## src/rtl/core/sfr_pkg.sv

```systemverilog
`timescale 1ns / 1ps
// shared types and constants for the stuffed frame receiver
// no dependencies
package sfr_pkg;

  localparam logic [7:0] FRAME_BYTE_RST  = 8'h10;
  localparam logic [7:0] COUNT_MASK_RST  = 8'h0f;
  localparam int         NUM_OUT_BYTES   = 8;

  typedef enum logic [1:0] {
    CFG_FRAME_BYTE,
    CFG_STATION_ADDRS,
    CFG_COMMAND_CODES,
    CFG_COUNT_MASK
  } cfg_idx_t;

  typedef struct packed {
    logic [7:0]  frame_byte;
    logic [31:0] station_addrs;
    logic [31:0] command_codes;
    logic [7:0]  count_mask;
  } cfg_t;

  typedef struct packed {
    logic [7:0]                    address;
    logic [7:0]                    command;
    logic [3:0]                    length;
    logic [NUM_OUT_BYTES-1:0][7:0] data;
  } pkt_t;

  // byte matches one of four packed set entries
  function automatic logic in_set(input logic [31:0] set, input logic [7:0] b);
    logic hit;
    hit = 1'b0;
    for (int k = 0; k < 4; k++) begin
      if (set[8*k +: 8] == b) hit = 1'b1;
    end
    return hit;
  endfunction

endpackage

```

## src/rtl/core/sfr_deframer.sv

```systemverilog
`timescale 1ns / 1ps
// frame hunt, address/command check, de-stuffing and xor checksum state machine
// depends on sfr_pkg
module sfr_deframer #(
  parameter int MAX_DATA = 8
) (
  input  logic          clk,
  input  logic          rst_n,
  input  sfr_pkg::cfg_t cfg,
  input  logic          step,
  input  logic [7:0]    rx_byte,
  output logic          pkt_fire,
  output sfr_pkg::pkt_t pkt
);
  import sfr_pkg::*;

  localparam int FW = $clog2(MAX_DATA + 1);
  localparam int IW = (MAX_DATA > 1) ? $clog2(MAX_DATA) : 1;

  typedef enum logic [2:0] {
    PH_START,
    PH_ADDR,
    PH_CMD,
    PH_DATA,
    PH_CSUM
  } phase_t;

  phase_t        phase_r, phase_nxt;
  logic [7:0]    held_address_r, held_address_nxt;
  logic [7:0]    held_command_r, held_command_nxt;
  logic [FW-1:0] expected_count_r, expected_count_nxt;
  logic [FW-1:0] fill_index_r, fill_index_nxt;
  logic [7:0]    running_xor_r, running_xor_nxt;
  logic          stuff_watch_r, stuff_watch_nxt;
  logic [7:0]    last_byte_r, last_byte_nxt;
  logic [7:0]    payload_store [MAX_DATA];
  logic [7:0]    data_view [NUM_OUT_BYTES];
  logic          store_we;
  logic [7:0]    len_raw;
  logic          stuff_hit;
  logic          resync;

  assign len_raw   = rx_byte & cfg.count_mask;
  assign stuff_hit = stuff_watch_r && (fill_index_r != '0) && (last_byte_r == cfg.frame_byte);

  always_comb begin
    phase_nxt          = phase_r;
    held_address_nxt   = held_address_r;
    held_command_nxt   = held_command_r;
    expected_count_nxt = expected_count_r;
    fill_index_nxt     = fill_index_r;
    running_xor_nxt    = running_xor_r;
    stuff_watch_nxt    = stuff_watch_r;
    last_byte_nxt      = last_byte_r;
    store_we           = 1'b0;
    pkt_fire           = 1'b0;
    resync             = 1'b0;
    if (step) begin
      case (phase_r)
        PH_ADDR: begin
          if (in_set(cfg.station_addrs, rx_byte)) begin
            held_address_nxt = rx_byte;
            phase_nxt        = PH_CMD;
          end else if (rx_byte == cfg.frame_byte) begin
            phase_nxt = PH_ADDR;
          end else begin
            phase_nxt = PH_START;
          end
        end
        PH_CMD: begin
          if (in_set(cfg.command_codes, rx_byte)) begin
            held_command_nxt   = rx_byte;
            running_xor_nxt    = rx_byte;
            expected_count_nxt = (int'(len_raw) > MAX_DATA) ? FW'(MAX_DATA) : FW'(len_raw);
            fill_index_nxt     = '0;
            phase_nxt          = PH_DATA;
          end else if (rx_byte == cfg.frame_byte) begin
            phase_nxt = PH_ADDR;
          end else begin
            phase_nxt = PH_START;
          end
        end
        PH_DATA: begin
          if (stuff_hit) begin
            if (rx_byte == cfg.frame_byte) begin
              stuff_watch_nxt = 1'b0;
            end else begin
              // lone frame byte: this byte is a new address
              held_address_nxt = rx_byte;
              phase_nxt        = PH_CMD;
              resync           = 1'b1;
            end
          end else begin
            stuff_watch_nxt = 1'b1;
            if (int'(fill_index_r) < MAX_DATA) begin
              store_we       = 1'b1;
              fill_index_nxt = FW'(fill_index_r + 1'b1);
              last_byte_nxt  = rx_byte;
            end
            running_xor_nxt = running_xor_r ^ rx_byte;
          end
          if (!resync && (fill_index_nxt >= expected_count_r)) begin
            stuff_watch_nxt = 1'b1;
            phase_nxt       = PH_CSUM;
          end
        end
        PH_CSUM: begin
          if (stuff_watch_r && (rx_byte == cfg.frame_byte)) begin
            stuff_watch_nxt = 1'b0;
          end else begin
            phase_nxt = PH_START;
            pkt_fire  = (running_xor_r == rx_byte);
          end
        end
        default: begin
          if (rx_byte == cfg.frame_byte) phase_nxt = PH_ADDR;
          else                           phase_nxt = PH_START;
        end
      endcase
    end
  end

  always_ff @(posedge clk) begin
    if (!rst_n) begin
      phase_r          <= PH_START;
      held_address_r   <= '0;
      held_command_r   <= '0;
      expected_count_r <= '0;
      fill_index_r     <= '0;
      running_xor_r    <= '0;
      stuff_watch_r    <= 1'b1;
      last_byte_r      <= '0;
    end else begin
      phase_r          <= phase_nxt;
      held_address_r   <= held_address_nxt;
      held_command_r   <= held_command_nxt;
      expected_count_r <= expected_count_nxt;
      fill_index_r     <= fill_index_nxt;
      running_xor_r    <= running_xor_nxt;
      stuff_watch_r    <= stuff_watch_nxt;
      last_byte_r      <= last_byte_nxt;
    end
  end

  always_ff @(posedge clk) begin
    if (store_we) payload_store[fill_index_r[IW-1:0]] <= rx_byte;
  end

  // packet view
  always_comb begin
    pkt.address = held_address_r;
    pkt.command = held_command_r;
    if (int'(fill_index_r) > 15) pkt.length = 4'd15;
    else                         pkt.length = 4'(fill_index_r);
    for (int k = 0; k < NUM_OUT_BYTES; k++) pkt.data[k] = data_view[k];
  end

  for (genvar k = 0; k < NUM_OUT_BYTES; k++) begin : g_out
    if (k < MAX_DATA) begin : g_used
      assign data_view[k] = (fill_index_r > FW'(k)) ? payload_store[k] : 8'h00;
    end else begin : g_unused
      assign data_view[k] = 8'h00;
    end
  end

  a_fire_in_csum: assert property (@(posedge clk) disable iff (!rst_n)
    pkt_fire |-> step && (phase_r == PH_CSUM))
    else $error("packet emitted outside checksum phase");

  a_fill_bound: assert property (@(posedge clk) disable iff (!rst_n)
    (phase_r == PH_DATA) |-> (fill_index_r <= expected_count_r) &&
                             (int'(expected_count_r) <= MAX_DATA))
    else $error("fill index beyond expected count");

  a_cmd_start: assert property (@(posedge clk) disable iff (!rst_n)
    step && (phase_r == PH_CMD) && in_set(cfg.command_codes, rx_byte)
    |=> (phase_r == PH_DATA) && (fill_index_r == '0))
    else $error("accepted command did not open data phase");

  a_csum_from_data: assert property (@(posedge clk) disable iff (!rst_n)
    (phase_r == PH_CSUM) && !$past(phase_r == PH_CSUM) |-> stuff_watch_r &&
                                                          (fill_index_r >= expected_count_r))
    else $error("checksum phase entered early");

endmodule

```

## src/rtl/core/stuffed_frame_receiver.sv

```systemverilog
`timescale 1ns / 1ps
// stuffed frame receiver top level: config registers, input beat register,
// deframer core and output packet register; depends on sfr_pkg, sfr_deframer
// out_valid is registered; the checksum beat goes through the input beat register first
// throughput: one received byte per cycle while no packet waits, set by the single-stage deframer
// the output register decouples; input is stalled only while a packet waits
// reset (rst_n, synchronous): config to defaults, hunting for a frame byte
module stuffed_frame_receiver #(
  parameter int MAX_DATA = 8
) (
  input  logic        clk,
  input  logic        rst_n,
  input  logic        cfg_we,
  input  logic [1:0]  cfg_index,
  input  logic [31:0] cfg_wdata,
  input  logic        in_valid,
  output logic        in_ready,
  input  logic [7:0]  in_rx_byte,
  output logic        out_valid,
  input  logic        out_ready,
  output logic [7:0]  out_pkt_address,
  output logic [7:0]  out_pkt_command,
  output logic [3:0]  out_pkt_length,
  output logic [7:0]  out_byte_0,
  output logic [7:0]  out_byte_1,
  output logic [7:0]  out_byte_2,
  output logic [7:0]  out_byte_3,
  output logic [7:0]  out_byte_4,
  output logic [7:0]  out_byte_5,
  output logic [7:0]  out_byte_6,
  output logic [7:0]  out_byte_7
);
  import sfr_pkg::*;

  cfg_t       cfg_r;
  logic       in_valid_r;
  logic [7:0] in_byte_r;
  logic       advance;
  logic       step;
  logic       pkt_fire;
  pkt_t       pkt;
  logic       out_valid_r;
  pkt_t       out_pkt_r;

  always_ff @(posedge clk) begin
    if (!rst_n) begin
      cfg_r.frame_byte    <= FRAME_BYTE_RST;
      cfg_r.station_addrs <= '0;
      cfg_r.command_codes <= '0;
      cfg_r.count_mask    <= COUNT_MASK_RST;
    end else if (cfg_we) begin
      case (cfg_index)
        CFG_FRAME_BYTE:    cfg_r.frame_byte    <= cfg_wdata[7:0];
        CFG_STATION_ADDRS: cfg_r.station_addrs <= cfg_wdata;
        CFG_COMMAND_CODES: cfg_r.command_codes <= cfg_wdata;
        CFG_COUNT_MASK:    cfg_r.count_mask    <= cfg_wdata[7:0];
        default: ;
      endcase
    end
  end

  assign advance  = !out_valid_r || out_ready;
  assign step     = in_valid_r && advance;
  assign in_ready = !in_valid_r || advance;

  // input beat register
  always_ff @(posedge clk) begin
    if (!rst_n) begin
      in_valid_r <= 1'b0;
    end else if (in_valid && in_ready) begin
      in_valid_r <= 1'b1;
    end else if (advance) begin
      in_valid_r <= 1'b0;
    end
  end

  always_ff @(posedge clk) begin
    if (in_valid && in_ready) in_byte_r <= in_rx_byte;
  end

  sfr_deframer #(
    .MAX_DATA (MAX_DATA)
  ) u_deframer (
    .clk      (clk),
    .rst_n    (rst_n),
    .cfg      (cfg_r),
    .step     (step),
    .rx_byte  (in_byte_r),
    .pkt_fire (pkt_fire),
    .pkt      (pkt)
  );

  // output packet register
  always_ff @(posedge clk) begin
    if (!rst_n) begin
      out_valid_r <= 1'b0;
    end else if (advance) begin
      out_valid_r <= step && pkt_fire;
    end
  end

  always_ff @(posedge clk) begin
    if (step && pkt_fire) out_pkt_r <= pkt;
  end

  assign out_valid       = out_valid_r;
  assign out_pkt_address = out_pkt_r.address;
  assign out_pkt_command = out_pkt_r.command;
  assign out_pkt_length  = out_pkt_r.length;
  assign out_byte_0      = out_pkt_r.data[0];
  assign out_byte_1      = out_pkt_r.data[1];
  assign out_byte_2      = out_pkt_r.data[2];
  assign out_byte_3      = out_pkt_r.data[3];
  assign out_byte_4      = out_pkt_r.data[4];
  assign out_byte_5      = out_pkt_r.data[5];
  assign out_byte_6      = out_pkt_r.data[6];
  assign out_byte_7      = out_pkt_r.data[7];

endmodule
```

## config.mk

```make
export PLATFORM = sky130hd
export DESIGN_NAME = stuffed_frame_receiver
export DESIGN_NICKNAME = d
export VERILOG_FILES = /design/src/rtl/core/sfr_pkg.sv /design/src/rtl/core/sfr_deframer.sv /design/src/rtl/core/stuffed_frame_receiver.sv
export SDC_FILE = /design/constraint.sdc
export NUM_CORES = 1
export LEC_CHECK = 0
export ABC_AREA = 1
export ABC_CLOCK_PERIOD_IN_PS = 6580
export BUFFER_PORTS_ARGS = -buffer_cell sky130_fd_sc_hd__buf_4
export CAP_MARGIN = 5
export CORE_ASPECT_RATIO = 2
export CORE_MARGIN = 2
export CORE_UTILIZATION = 40
export CTS_CLUSTER_DIAMETER = 30
export DETAILED_ROUTE_END_ITERATION = 8
export SLEW_MARGIN = 25
export SYNTH_ARGS = -nofsm -noshare
export SYNTH_HDL_FRONTEND = slang
export SYNTH_SLANG_ARGS = --single-unit
export TNS_END_PERCENT = 20
```

## constraint.sdc

```tcl
create_clock -name clk -period 6.58 [get_ports clk]
set_input_delay 0.329 -clock clk [delete_from_list [all_inputs] [get_ports clk]]
set_output_delay 0.329 -clock clk [all_outputs]
set_load 0.01 [all_outputs]
```

# ---- Word-level counts from Yosys, hierarchy flattened
# Memories as Yosys holds them, arrays and structs flattened. A register that Yosys moved wholly into a read port is not among the register bits.
# Cells that the tools add are included.
dict set report totals {
  reg_bits 154
  latchBits 0
  ramBits 64
  romBits 0
  inputBits 47
  out_inout_bits 86
  word_cells 153
  n_memories 1
}
# name words width read_ports rd_ports_with_merged_regs wr line
set memory_table {}
lappend memory_table {u_deframer.payload_store 8 8 8 8 1 sfr_deframer.sv:36} ;# logic [7:0] payload_store [MAX_DATA];
dict set report op_classes {
  add_sub_neg 1
  n_mul 0
  div_mod_pow 0
  order_cmp 11
  n_eq_ne 28
  shift 0
  n_mux 54
  bitwise_logic 3
  reduce_logical 37
}
# cell n
set ops {}
lappend ops {{$eq 8x8->1} 11}
lappend ops {{$mux 8} 5}
lappend ops {{$mux 1} 32}
lappend ops {{$pmux 8 s2} 2}
lappend ops {{$mux 4} 6}
lappend ops {{$gt 4x3->1 const B} 4}
lappend ops {{$reduce_and 4->1} 4}
lappend ops {{$mux 3} 5}
lappend ops {{$pmux 3 s4} 1}
lappend ops {{$logic_not 1->1} 11}
lappend ops {{$and 8x8->8} 1}
lappend ops {{$gt 4x1->1 const B} 2}
lappend ops {{$gt 4x2->1 const B} 2}
lappend ops {{$gt 8x4->1 const B} 1}
lappend ops {{$ne 2x1->1 const B} 4}
lappend ops {{$pmux 4 s2} 1}
lappend ops {{$reduce_and 2->1} 4}
lappend ops {{$reduce_bool 2->1} 4}
lappend ops {{$xor 8x8->8} 1}
lappend ops {{$logic_and 1x1->1} 7}
lappend ops {{$eq 3x2->1 const B} 2}
lappend ops {{$ne 2x2->1 const B} 3}
lappend ops {{$reduce_and 3->1} 2}
lappend ops {{$reduce_and 5->1} 1}
lappend ops {{16 further kinds} 18}

# ---- Logic depth before layout (Yosys ltp)
# Gate-level depths: netlist of the first run.
dict set report depth {
  ltp_word 10
  depth_mapped 22
  ltp_nobuf 22
}

# ---- Hierarchy
# A second synthesis of the first run with hierarchy kept.
dict set report unflattened {
  hier_cells 1556
  area_unflattened_um2 12687.2
}
# module instances cells_per_inst area_each_um2 seq_area_each_um2
set modules_own_cells {}
lappend modules_own_cells {sfr_deframer 1 946 6486.2 2802.7}
lappend modules_own_cells {stuffed_frame_receiver 1 610 6200.9 4404.2}

# ---- Least setup slack after synthesis of the first run
# OpenSTA, ideal clock, no wires.
dict set report synth_path {
  kind {flip-flop to flip-flop}
  startpoint {reg in_byte_r[3]}
  endpoint {reg out_byte_0[0] (netlist name)}
  setup_time_ps 438
  arrival_ps 2931
  slack_ps 3211
  path_stages_with_launch 9
  synth_period_minus_slack_ps 3369
  cell_sequence {edfxtp_1 -> buf_6 -> buf_6 -> xor2_1 -> nor2_1 -> nand3_1 -> nor3_1 -> nand3_1 -> inv_1}
}
dict set report synth_between {
  elab_chain_cells 6
}
# item line
set synth_rtl {}
lappend synth_rtl {{start, declared} stuffed_frame_receiver.sv:37} ;# logic [7:0] in_byte_r;
lappend synth_rtl {{start signal, assigned} stuffed_frame_receiver.sv:78} ;# if (in_valid && in_ready) in_byte_r <= in_rx_byte;
lappend synth_rtl {{$eq 8x8->1} sfr_deframer.sv:108} ;# if (stuff_watch_r && (rx_byte == cfg.frame_byte)) begin
lappend synth_rtl {{$logic_and 1x1->1} sfr_deframer.sv:108}
lappend synth_rtl {{$mux 1 *} sfr_deframer.sv:108}
lappend synth_rtl {{$mux 1 *} sfr_deframer.sv:59} ;# case (phase_r)
lappend synth_rtl {{$mux 1 *} sfr_deframer.sv:58} ;# if (step) begin
lappend synth_rtl {{$logic_and 1x1->1 *} stuffed_frame_receiver.sv:103} ;# if (step && pkt_fire) out_pkt_r <= pkt;
# Every way passes the cells marked *; elsewhere a longest branch is shown, timed or not.
# A chain may end at the register's enable or synchronous reset.

# ---- Worst setup path after layout of the first run
dict set report layout_path {
  startpoint {reg in_byte_r[3]}
  endpoint {reg out_byte_6[6] (netlist name)}
}
dict set report layout_between {
  elab_chain_cells 6
}
# item line
set layout_rtl {}
lappend layout_rtl {{$eq 8x8->1} sfr_deframer.sv:108}
lappend layout_rtl {{$logic_and 1x1->1} sfr_deframer.sv:108}
lappend layout_rtl {{$mux 1 *} sfr_deframer.sv:108}
lappend layout_rtl {{$mux 1 *} sfr_deframer.sv:59}
lappend layout_rtl {{$mux 1 *} sfr_deframer.sv:58}
lappend layout_rtl {{$logic_and 1x1->1 *} stuffed_frame_receiver.sv:103}
# Marks and branches as above.

==> results of run 1 <==
==> metal layers <==
metal  up-vias  routed length [µm]  GRT usage (%)  share of wire [%]
met5         -                   0              0                  0
met4         0                 846           6.78                2.9
met3        50                1220           2.77                4.2
met2       217               14600           31.3                 50
met1      4171               12500           23.6                 43
li1       4554                   -              -                  -
==> sequential cells by signal, summed over array words and instances (netlist names), 3 cells and up <==
signal,count
out_pkt_address,8
u_deframer.payload_store,64
u_deframer.fill_index_r,4
u_deframer.running_xor_r,8
out_pkt_length,4
out_pkt_command,8
out_byte_0,8
out_byte_7,8
out_byte_3,8
out_byte_5,8
cfg_r,80
u_deframer.expected_count_r,4
out_byte_4,8
u_deframer.held_address_r,8
out_byte_1,8
out_byte_2,8
out_byte_6,8
u_deframer.last_byte_r,8
u_deframer.phase_r,3
u_deframer.held_command_r,8
in_byte_r,8
==> kinds of logic (layout without fill, tap and decap cells) <==
family	Yosys count	in the layout	share of synthesized area, %
simple gates	596	596	20.3
flops	282	282	59.7
compound gates	195	195	8.58
xor+xnor	31	31	2.25
buf+inv	229	399	8.25
fa+ha+maj	9	9	0.932
==> path summary, 6_finish.rpt <==
check,end,cells after the start
worst max-delay path,out_byte_6[6],9
worst min-delay path,cfg_r[17],3
worst max register to register,out_byte_6[6],9
worst min register to register,out_pkt_command[6],0
==> cell type report <==
type                    instances  area, µm²
fillers                      2824      15300
repair buffers                152       1160
flip-flops and latches        282       7210
inverters                     182        692
clock inverters                20        265
multi-input cells             831       3870
well taps                     368        460
clock buffers                  45       1010
==> tightest hold or removal path, stage by stage <==
cell	delay (ns)
buf_4	0.10
nor2_1	0.04
nor2_1	0.08
==> what timing repair did <==
item	4_1_cts	5_1_grt
endpoints found under the setup margin	0	0
endpoints found under the hold margin	8	0
hold buffers	8	0
==> layout by cell type (no fill, tap or decap), types with 2 or more instances in the layout <==
master and count:
a21oi_1 85, a21oi_2 12, buf_4 144, bufinv_16 4
clkbuf_1 4, clkbuf_16 38, clkbuf_8 3, clkinv_1 2
clkinv_2 2, clkinv_8 2, clkinvlp_4 5, dfxtp_1 126
dlygate4sd3_1 8, edfxtp_1 156, ha_1 9, inv_1 164
inv_2 13, inv_4 3, inv_6 4, inv_8 2
nand2_1 320, nand2_2 18, nand2_4 4, nand3_1 39
nand3_2 2, nand4_1 4, nor2_1 194, nor2_2 4
nor2_4 2, nor3_1 3, o211ai_1 2, o21ai_0 90
o21ai_1 3, xnor2_1 8, xor2_1 23
==> power breakdown <==
group	leakage [nW]	internal, mW	switching [mW]
clock	0.605	1.27	0.782
sequential	2.46	1.88	0.0187
combinational	3.23	0.0894	0.176
==> cell usage after synthesis (all sizes together) (2+ instances only) <==
master	n
nand2	342
nor2	201
inv	181
edfxtp	156
dfxtp	126
a21oi	97
o21ai	93
nand3	42
clkbuf	28
xor2	23
buf	19
ha	9
xnor2	8
nand4	4
nor3	3
and2	2
o211ai	2
==> stage by stage <==
step | instance area, µm² | utilization, % | setup WS (ns) | total power, mW
2_1_floorplan | 12100 | - | 3.21 | 2.11
3_3_place_gp | 13300 | 44.4 | 3.63 | 2.20
3_5_place_dp | 13300 | 44.4 | 3.54 | 2.20
4_1_cts | 14700 | 49.0 | 3.51 | 4.27
5_1_grt | 14700 | 49.0 | 3.24 | 4.37
6_report | 14700 | 49.0 | 3.54 | 4.22
==> impl_metrics.toml, run 1 <==
[sta]
grt_setup_unrepaired = "no"
hold_slack_ns = 0.0616
final.setup.tns_ns = 0
finalSetupViolations = 0
relSlewSlack_pct = 37.3
finalClockSkew_ns = 0.0199
worst_pin_slew_ns = 0.940
drv_slew = 0
hold_viol = 0
fmax_mhz = 329
post-route-period-util_pct = 46.2
fin_crit_ns = 3.04

[drt]
drt_iter0_drc = 498
wl_per_cell_um = 15.5
dr.pass1.iters = 5
vias_per_cell = 4.78
wirelength_um = 29200
vias = 8992
drc_errors = 0
postRouteAntennaNets = 0

[pwr]
vdd_ir_drop_max_mv = 0.178
power_density_nw_per_um2 = 288
p_leak_nw = 6.29

[setup_path]
endpoint_kind = "flop"
cp.arrival_ns = 3.25
startpoint = "in_byte_r[3]"
r2r_start = "in_byte_r[3]"
crit_chain = "buf_4 > inv_2 > nand2_1 > nand4_1 > nor2_1 > nand3_1 > nand3_1 > clkinv_2 > buf_4"
cp_data_required_time_ns = 6.79
cp-start-kind = "flop"
cp_slowest_cell = "clkinv_2"
r2r_slack_ns = 3.54
crit_family = "buffers and inverters"
max_stage_delay_ns = 0.65
crit_buf_inv = 4
path_class = "reg -> reg"
worstPathMaxFanout = 46

[synthesis]
synth-seq-cells = 282
synth_area_per_cell_um2 = 9.00
synth_area_um2 = 12100
synth_area_leaders = "edfxtp_1, dfxtp_1, nand2_1"
yosys.area.top_type_share_pct = 38.8
syn_nets = 1398
ys_seq_area_share_pct = 59.7
synthCells = 1342
ys.flop_type = "edfxtp_1"
synth_edf_count = 156
ys_warn_count = 0
synth.distinct_cells = 38
synth_area_leader_cell = "edfxtp_1"
ys_async_sr_fraction_pct = 0

[clock_network]
clk_transition_reported_paths_ns = 0.06
cts_root_buffer = "clkbuf_16"
cts.sinks = 282
htreeDepth = 2
cts_max_path_buffers = 3
cts-resized-gates = 0
worstSkewPairLatency_ns = 0.53
cts_buffers = 36
cts_setup_buffers = 0
cts_tree = "built"

[die]
ios = 133
dieWidth_um = 127
start_util_pct = 40.3
coreArea_um2 = 30000
fp.dieH_um = 250
die-area_um2 = 31700
rows = 90

[cells_and_area]
layoutNonFillerInstCount = 1880
nets = 1541
drive_gt1_share_pct = 17.6
diodes = 0
synthToLayoutAreaGrowth_pct = 21.4

[placed_design]
port_buffers = 132
place_inst = 1807
post-dp-hpwl_um = 19600
globalplace.congestion = 0.902

[grt]
antenna_found_initial = 0
grt_use_total_pct = 18.4
grt_max_degree = 103
first_global_vias = 8885
grt_pass1_wl_um = 46100
grt_overflow = 0

[flow_run]
max_cap_viol_count = 0

[worst_hold_path]
min-delay-start = "cfg_wdata[9]"
hp-class = "in -> reg"

[outcome]
status = "finished, final reports clean"
Power figures use the tool's default switching activity.
==> inputs of run 2 (changes only) <==
ABC_CLOCK_PERIOD_IN_PS = 3150   (was 6580)
clock period = 3.15 ns   (was 6.58 ns; I/O delays follow)
==> impl_metrics.toml, run 2 (synthesis gave the netlist of run 1 again) <==
[outcome]
status = "finished, final reports clean"

[clock_network]
cts_tree = "built"
cts.sinks = 282
clk_transition_reported_paths_ns = 0.06
cts_buffers = 38
cts_root_buffer = "clkbuf_16"
cts-resized-gates = 0
htreeDepth = 2
cts_max_path_buffers = 3
worstSkewPairLatency_ns = 0.54

[drt]
wirelength_um = 30000
drc_errors = 0
vias_per_cell = 4.78
dr.pass1.iters = 5
drt_iter0_drc = 527
wl_per_cell_um = 15.5
postRouteAntennaNets = 0
vias = 9251

[setup_path]
reg2reg_depth = 8
worstPathMaxFanout = 14
cp_data_required_time_ns = 3.42
crit_family = "buffers and inverters"
crit_chain = "inv_2 > nand2_1 > nand4_1 > nor2_1 > nand3_1 > nand3_1 > clkinvlp_4 > buf_4"
r2r_slack_ns = 0.39
cp_slowest_cell = "edfxtp_1"
max_stage_delay_ns = 0.77
cp.arrival_ns = 3.03
r2r_start = "in_byte_r[3]"
r2r-end = "out_pkt_command[2]"
cp_common_cell = "nand3_1"
endpoint_kind = "flop"
cp-start-kind = "flop"
path_class = "reg -> reg"
crit_buf_inv = 3

[die]
coreArea_um2 = 30000
fp.dieH_um = 250
die-area_um2 = 31700
ios = 133
dieWidth_um = 127
rows = 90
start_util_pct = 40.3

[placed_design]
globalplace.congestion = 0.887
place_ws_ns = 0.374
post-dp-hpwl_um = 20300
placed_cell_area_um2 = 13500
port_buffers = 132

[sta]
relSlewSlack_pct = 47.8
finalClockSkew_ns = 0.0237
hold_viol = 0
grt_setup_unrepaired = "no"
drv_slew = 0
post-route-period-util_pct = 87.8
final.setup.worst_slack_ns = 0.385
fin_crit_ns = 2.76
worst_pin_slew_ns = 0.783
finalSetupViolations = 0
fmax_mhz = 362
final.setup.tns_ns = 0

[pwr]
seq_power_share_pct = 44.9
p_switching_mw = 2.22
combPwrFrac_pct = 6.4
vdd_ir_drop_max_mv = 0.485
p_int_mw = 6.71
clkPwrFrac_pct = 48.8
power_density_nw_per_um2 = 587
switching_share_pct = 24.9
p_leak_nw = 6.55

[cells_and_area]
regMostFlops = "cfg_r"
diodes = 0
largest_reg_flops = 80
nFillCells = 2776
nets = 1596
layout_commonest_cell = "nand2_1"
fin_area_um2 = 15200
synthToLayoutAreaGrowth_pct = 26.0
drive_gt1_share_pct = 18.5
layout_common_cells = "nand2_1, nor2_1, inv_1"

[flow_run]
max_cap_viol_count = 0

[grt]
grt_pass1_wl_um = 47100
first_global_vias = 8956
grt_overflow = 0
grtUsageMet2_pct = 32.7
grt_max_degree = 63
met3_usage_pct = 2.74
gr-max-usage-layer = "met2"
grt_use_met1_pct = 24.2
antenna_found_initial = 0
grt_use_total_pct = 19.0

[worst_hold_path]
min-delay-start = "in_valid"
hp-class = "in -> reg"
hold_depth = 3
hold_end = "in_valid_r"
==> run 2: cell count changes in the layout (fill, tap and decap cells not counted), sizes merged, moves of 2 or more <==
cell and change:
clkinv +4, buf +19, inv +4, clkbuf -2, dlygate4sd3 +34, bufinv -2
==> run 2: layout make-up <==
type,instances,area [µm²],share of cell area (%)
Tap cell,368,460,3.03
Inverter,182,694,4.56
Clock inverter,25,310,2.04
Sequential cell,282,7210,47.4
Multi-Input combinational cell,831,3870,25.5
Timing Repair Buffer,205,1670,11.0
Clock buffer,43,1000,6.58
==> run 2: stage by stage <==
step	utilization, %	hold WS [ns]	cells	power (mW)
final	50.8	0.0321	1936	8.93
after global routing	50.8	0.0643	1936	9.25
after CTS	50.8	0.000845	1936	9.03
after detailed placement	45.0	0.337	1826	4.61
after global placement	45.0	0.336	1826	4.60
after floorplan	-	0.256	1342	4.41
==> run 2: metal layers <==
metal	wire length, µm	vias up
li1	-	4678
met1	12500	4268
met2	15100	247
met3	1530	58
met4	824	0
met5	0	-
==> run 2: how the worst max path moves through the flow <==
stage                                     from  cells past startpoint  slack (ns)                     to
floorplan                         in_byte_r[1]                     10        0.18          out_byte_0[0]
global placement                  in_byte_r[3]                      8        0.37     out_pkt_command[1]
detailed placement                in_byte_r[3]                      8        0.37     out_pkt_command[2]
CTS                               in_byte_r[3]                      8        0.35     out_pkt_command[2]
global route        u_deframer.fill_index_r[2]                     18        0.23  u_deframer.phase_r[0]
finish                            in_byte_r[3]                      8        0.39     out_pkt_command[2]
==> run 2: what timing repair did <==
item,CTS,global route
hold buffers,42,0
endpoints found under the hold margin,89,0
setup endpoints to repair,0,0
setup buffers,0,0
==> run 2: power groups by stage <==
stage	Clock, mW	Combinational [mW]	Sequential, mW
floorplan	0	0.359	4.05
global placement	0	0.521	4.08
detailed placement	0	0.528	4.09
CTS	4.45	0.570	4.01
global route	4.60	0.642	4.01
finish	4.36	0.567	4.01
==> run 2: worst reg2reg max path: stages, from the launching register on <==
cell and delay [ns]:
edfxtp_1 0.77, inv_2 0.27, nand2_1 0.12, nand4_1 0.09, nor2_1 0.16, nand3_1 0.17, nand3_1 0.21, clkinvlp_4 0.37
buf_4 0.33
==> inputs of run 3 (changes only) <==
==> constraint.sdc (replaced) <==
create_clock -name clk -period 3.15 [get_ports clk]
set_input_delay 0.315 -clock clk [delete_from_list [all_inputs] [get_ports clk]]
set_output_delay 0.315 -clock clk [all_outputs]
set_load 0.01 [all_outputs]
==> impl_metrics.toml, run 3 (synthesis gave the netlist of run 1 again) <==
[cells_and_area]
drive_gt1_share_pct = 19.1
diodes = 0
regMostFlops = "cfg_r"
utilization_pct = 49.9
layout_commonest_cell = "nand2_1"
largest_reg_flops = 80
nets = 1564
layout_common_cells = "nand2_1, nor2_1, inv_1"
synthToLayoutAreaGrowth_pct = 23.7

[setup_path]
cp_data_required_time_ns = 3.43
worstPathMaxFanout = 33
cp.arrival_ns = 3.06
cp_slowest_cell = "edfxtp_1"
cp-start-kind = "flop"
crit_chain = "inv_2 > nand2_1 > nand4_1 > nor2_1 > nand3_1 > nand3_1 > clkinvlp_4 > buf_12"
r2r_start = "in_byte_r[3]"
path_class = "reg -> reg"
max_stage_delay_ns = 0.75
startpoint = "in_byte_r[3]"
cp_common_cell = "nand3_1"
endpoint_kind = "flop"

[pwr]
p_switching_mw = 2.27
p_leak_nw = 6.45
power_density_nw_per_um2 = 608
p_int_mw = 6.81
vdd_ir_drop_max_mv = 0.400
clkPwrFrac_pct = 50.0
switching_share_pct = 25.0
combPwrFrac_pct = 6.0
seq_power_share_pct = 44.0

[clock_network]
cts_root_buffer = "clkbuf_16"
cts_max_path_buffers = 3
htreeDepth = 2
cts_setup_buffers = 0
worstSkewPairLatency_ns = 0.54
clk_transition_reported_paths_ns = 0.06
cts.sinks = 282
cts_tree = "built"
cts_buffers = 39

[grt]
grt_max_degree = 63
first_global_vias = 8652
grt_use_total_pct = 18.5
grt_pass1_wl_um = 46300
antenna_found_initial = 0
grt_overflow = 0

[die]
ios = 133
dieWidth_um = 127
rows = 90
die-area_um2 = 31700
coreArea_um2 = 30000
start_util_pct = 40.3
fp.dieH_um = 250

[worst_hold_path]
hp-class = "in -> reg"
min-delay-start = "cfg_wdata[19]"

[drt]
wl_per_cell_um = 15.5
vias = 9106
vias_per_cell = 4.78
dr.pass1.iters = 7
drc_errors = 0
postRouteAntennaNets = 0
wirelength_um = 29500
drt_iter0_drc = 557

[sta]
grt_setup_unrepaired = "no"
final.setup.tns_ns = 0
fin_crit_ns = 2.78
fmax_mhz = 360
finalSetupViolations = 0
drv_slew = 0
worst_pin_slew_ns = 0.685
relSlewSlack_pct = 54.3
finalClockSkew_ns = 0.0232
hold_viol = 0
post-route-period-util_pct = 88.3
hold_slack_ns = 0.0292

[placed_design]
globalplace.congestion = 0.887
port_buffers = 132
post-dp-hpwl_um = 20200

[outcome]
status = "finished, final reports clean"

[flow_run]
max_cap_viol_count = 0
run 3: cell count changes in the layout (fill, tap and decap cells not counted):
cell           delta
clkbuf_8          -1
buf_4             +1
clkbuf_1          -1
inv_8             +4
clkbuf_16         +1
clkinv_2          +2
dlygate4sd3_1    -34
bufinv_16         +1
inv_6             -2
clkinv_8          -2
inv_12            +1
clkinv_1          +1
clkinv_4          -1
run 3: final cells by class:
class                      count  area (µm²)
fill                        2761       15000
sequential                   282        7210
multi-input combinational    831        3870
timing repair buffer         172        1340
clock buffer                  42        1010
inverter                     182         694
tap                          368         460
clock inverter                29         357
run 3: power by group through the flow:
stage	clock (mW)	combinational [mW]	sequential (mW)
floorplan	0	0.359	4.05
global placement	0	0.529	4.07
detailed placement	0	0.535	4.08
CTS	4.63	0.546	4.00
global route	4.78	0.612	4.00
finish	4.54	0.543	4.00
run 3: metal layers:
metal / wire length (µm) / GRT usage (%)
met5: 0 / 0
met3: 1560 / 3.02
met2: 14700 / 31.2
met4: 734 / 6.37
met1: 12500 / 24.2
run 3: worst paths after layout:
check | end | slack (ns) | cells past startpoint
max reg2reg | out_byte_6[2] | 0.37 | 8
min reg2reg | out_pkt_address[1] | 0.43 | 0
max | out_byte_6[2] | 0.37 | 8
min | cfg_r[27] | 0.03 | 3
run 3: per-stage QoR:
stage / power (mW) / cells / cell area [µm²] / setup WS [ns]
after floorplan: 4.41 / 1342 / 12100 / 0.181
after global placement: 4.60 / 1827 / 13500 / 0.348
after detailed placement: 4.61 / 1827 / 13500 / 0.361
after CTS: 9.17 / 1906 / 14900 / 0.339
after global routing: 9.40 / 1906 / 14900 / 0.165
final: 9.08 / 1906 / 14900 / 0.370
run 3: repair_timing:
action,CTS,global route
gates resized for setup,0,0
endpoints found under the hold margin,8,0
hold buffers,8,0
run 3: worst max-delay path: cells and delay by family, from the launching register on:
kind                   cells  cell delay [ns]
buffers and inverters      3             1.01
and+or+nand+nor            5             0.72
DFF                        1             0.75
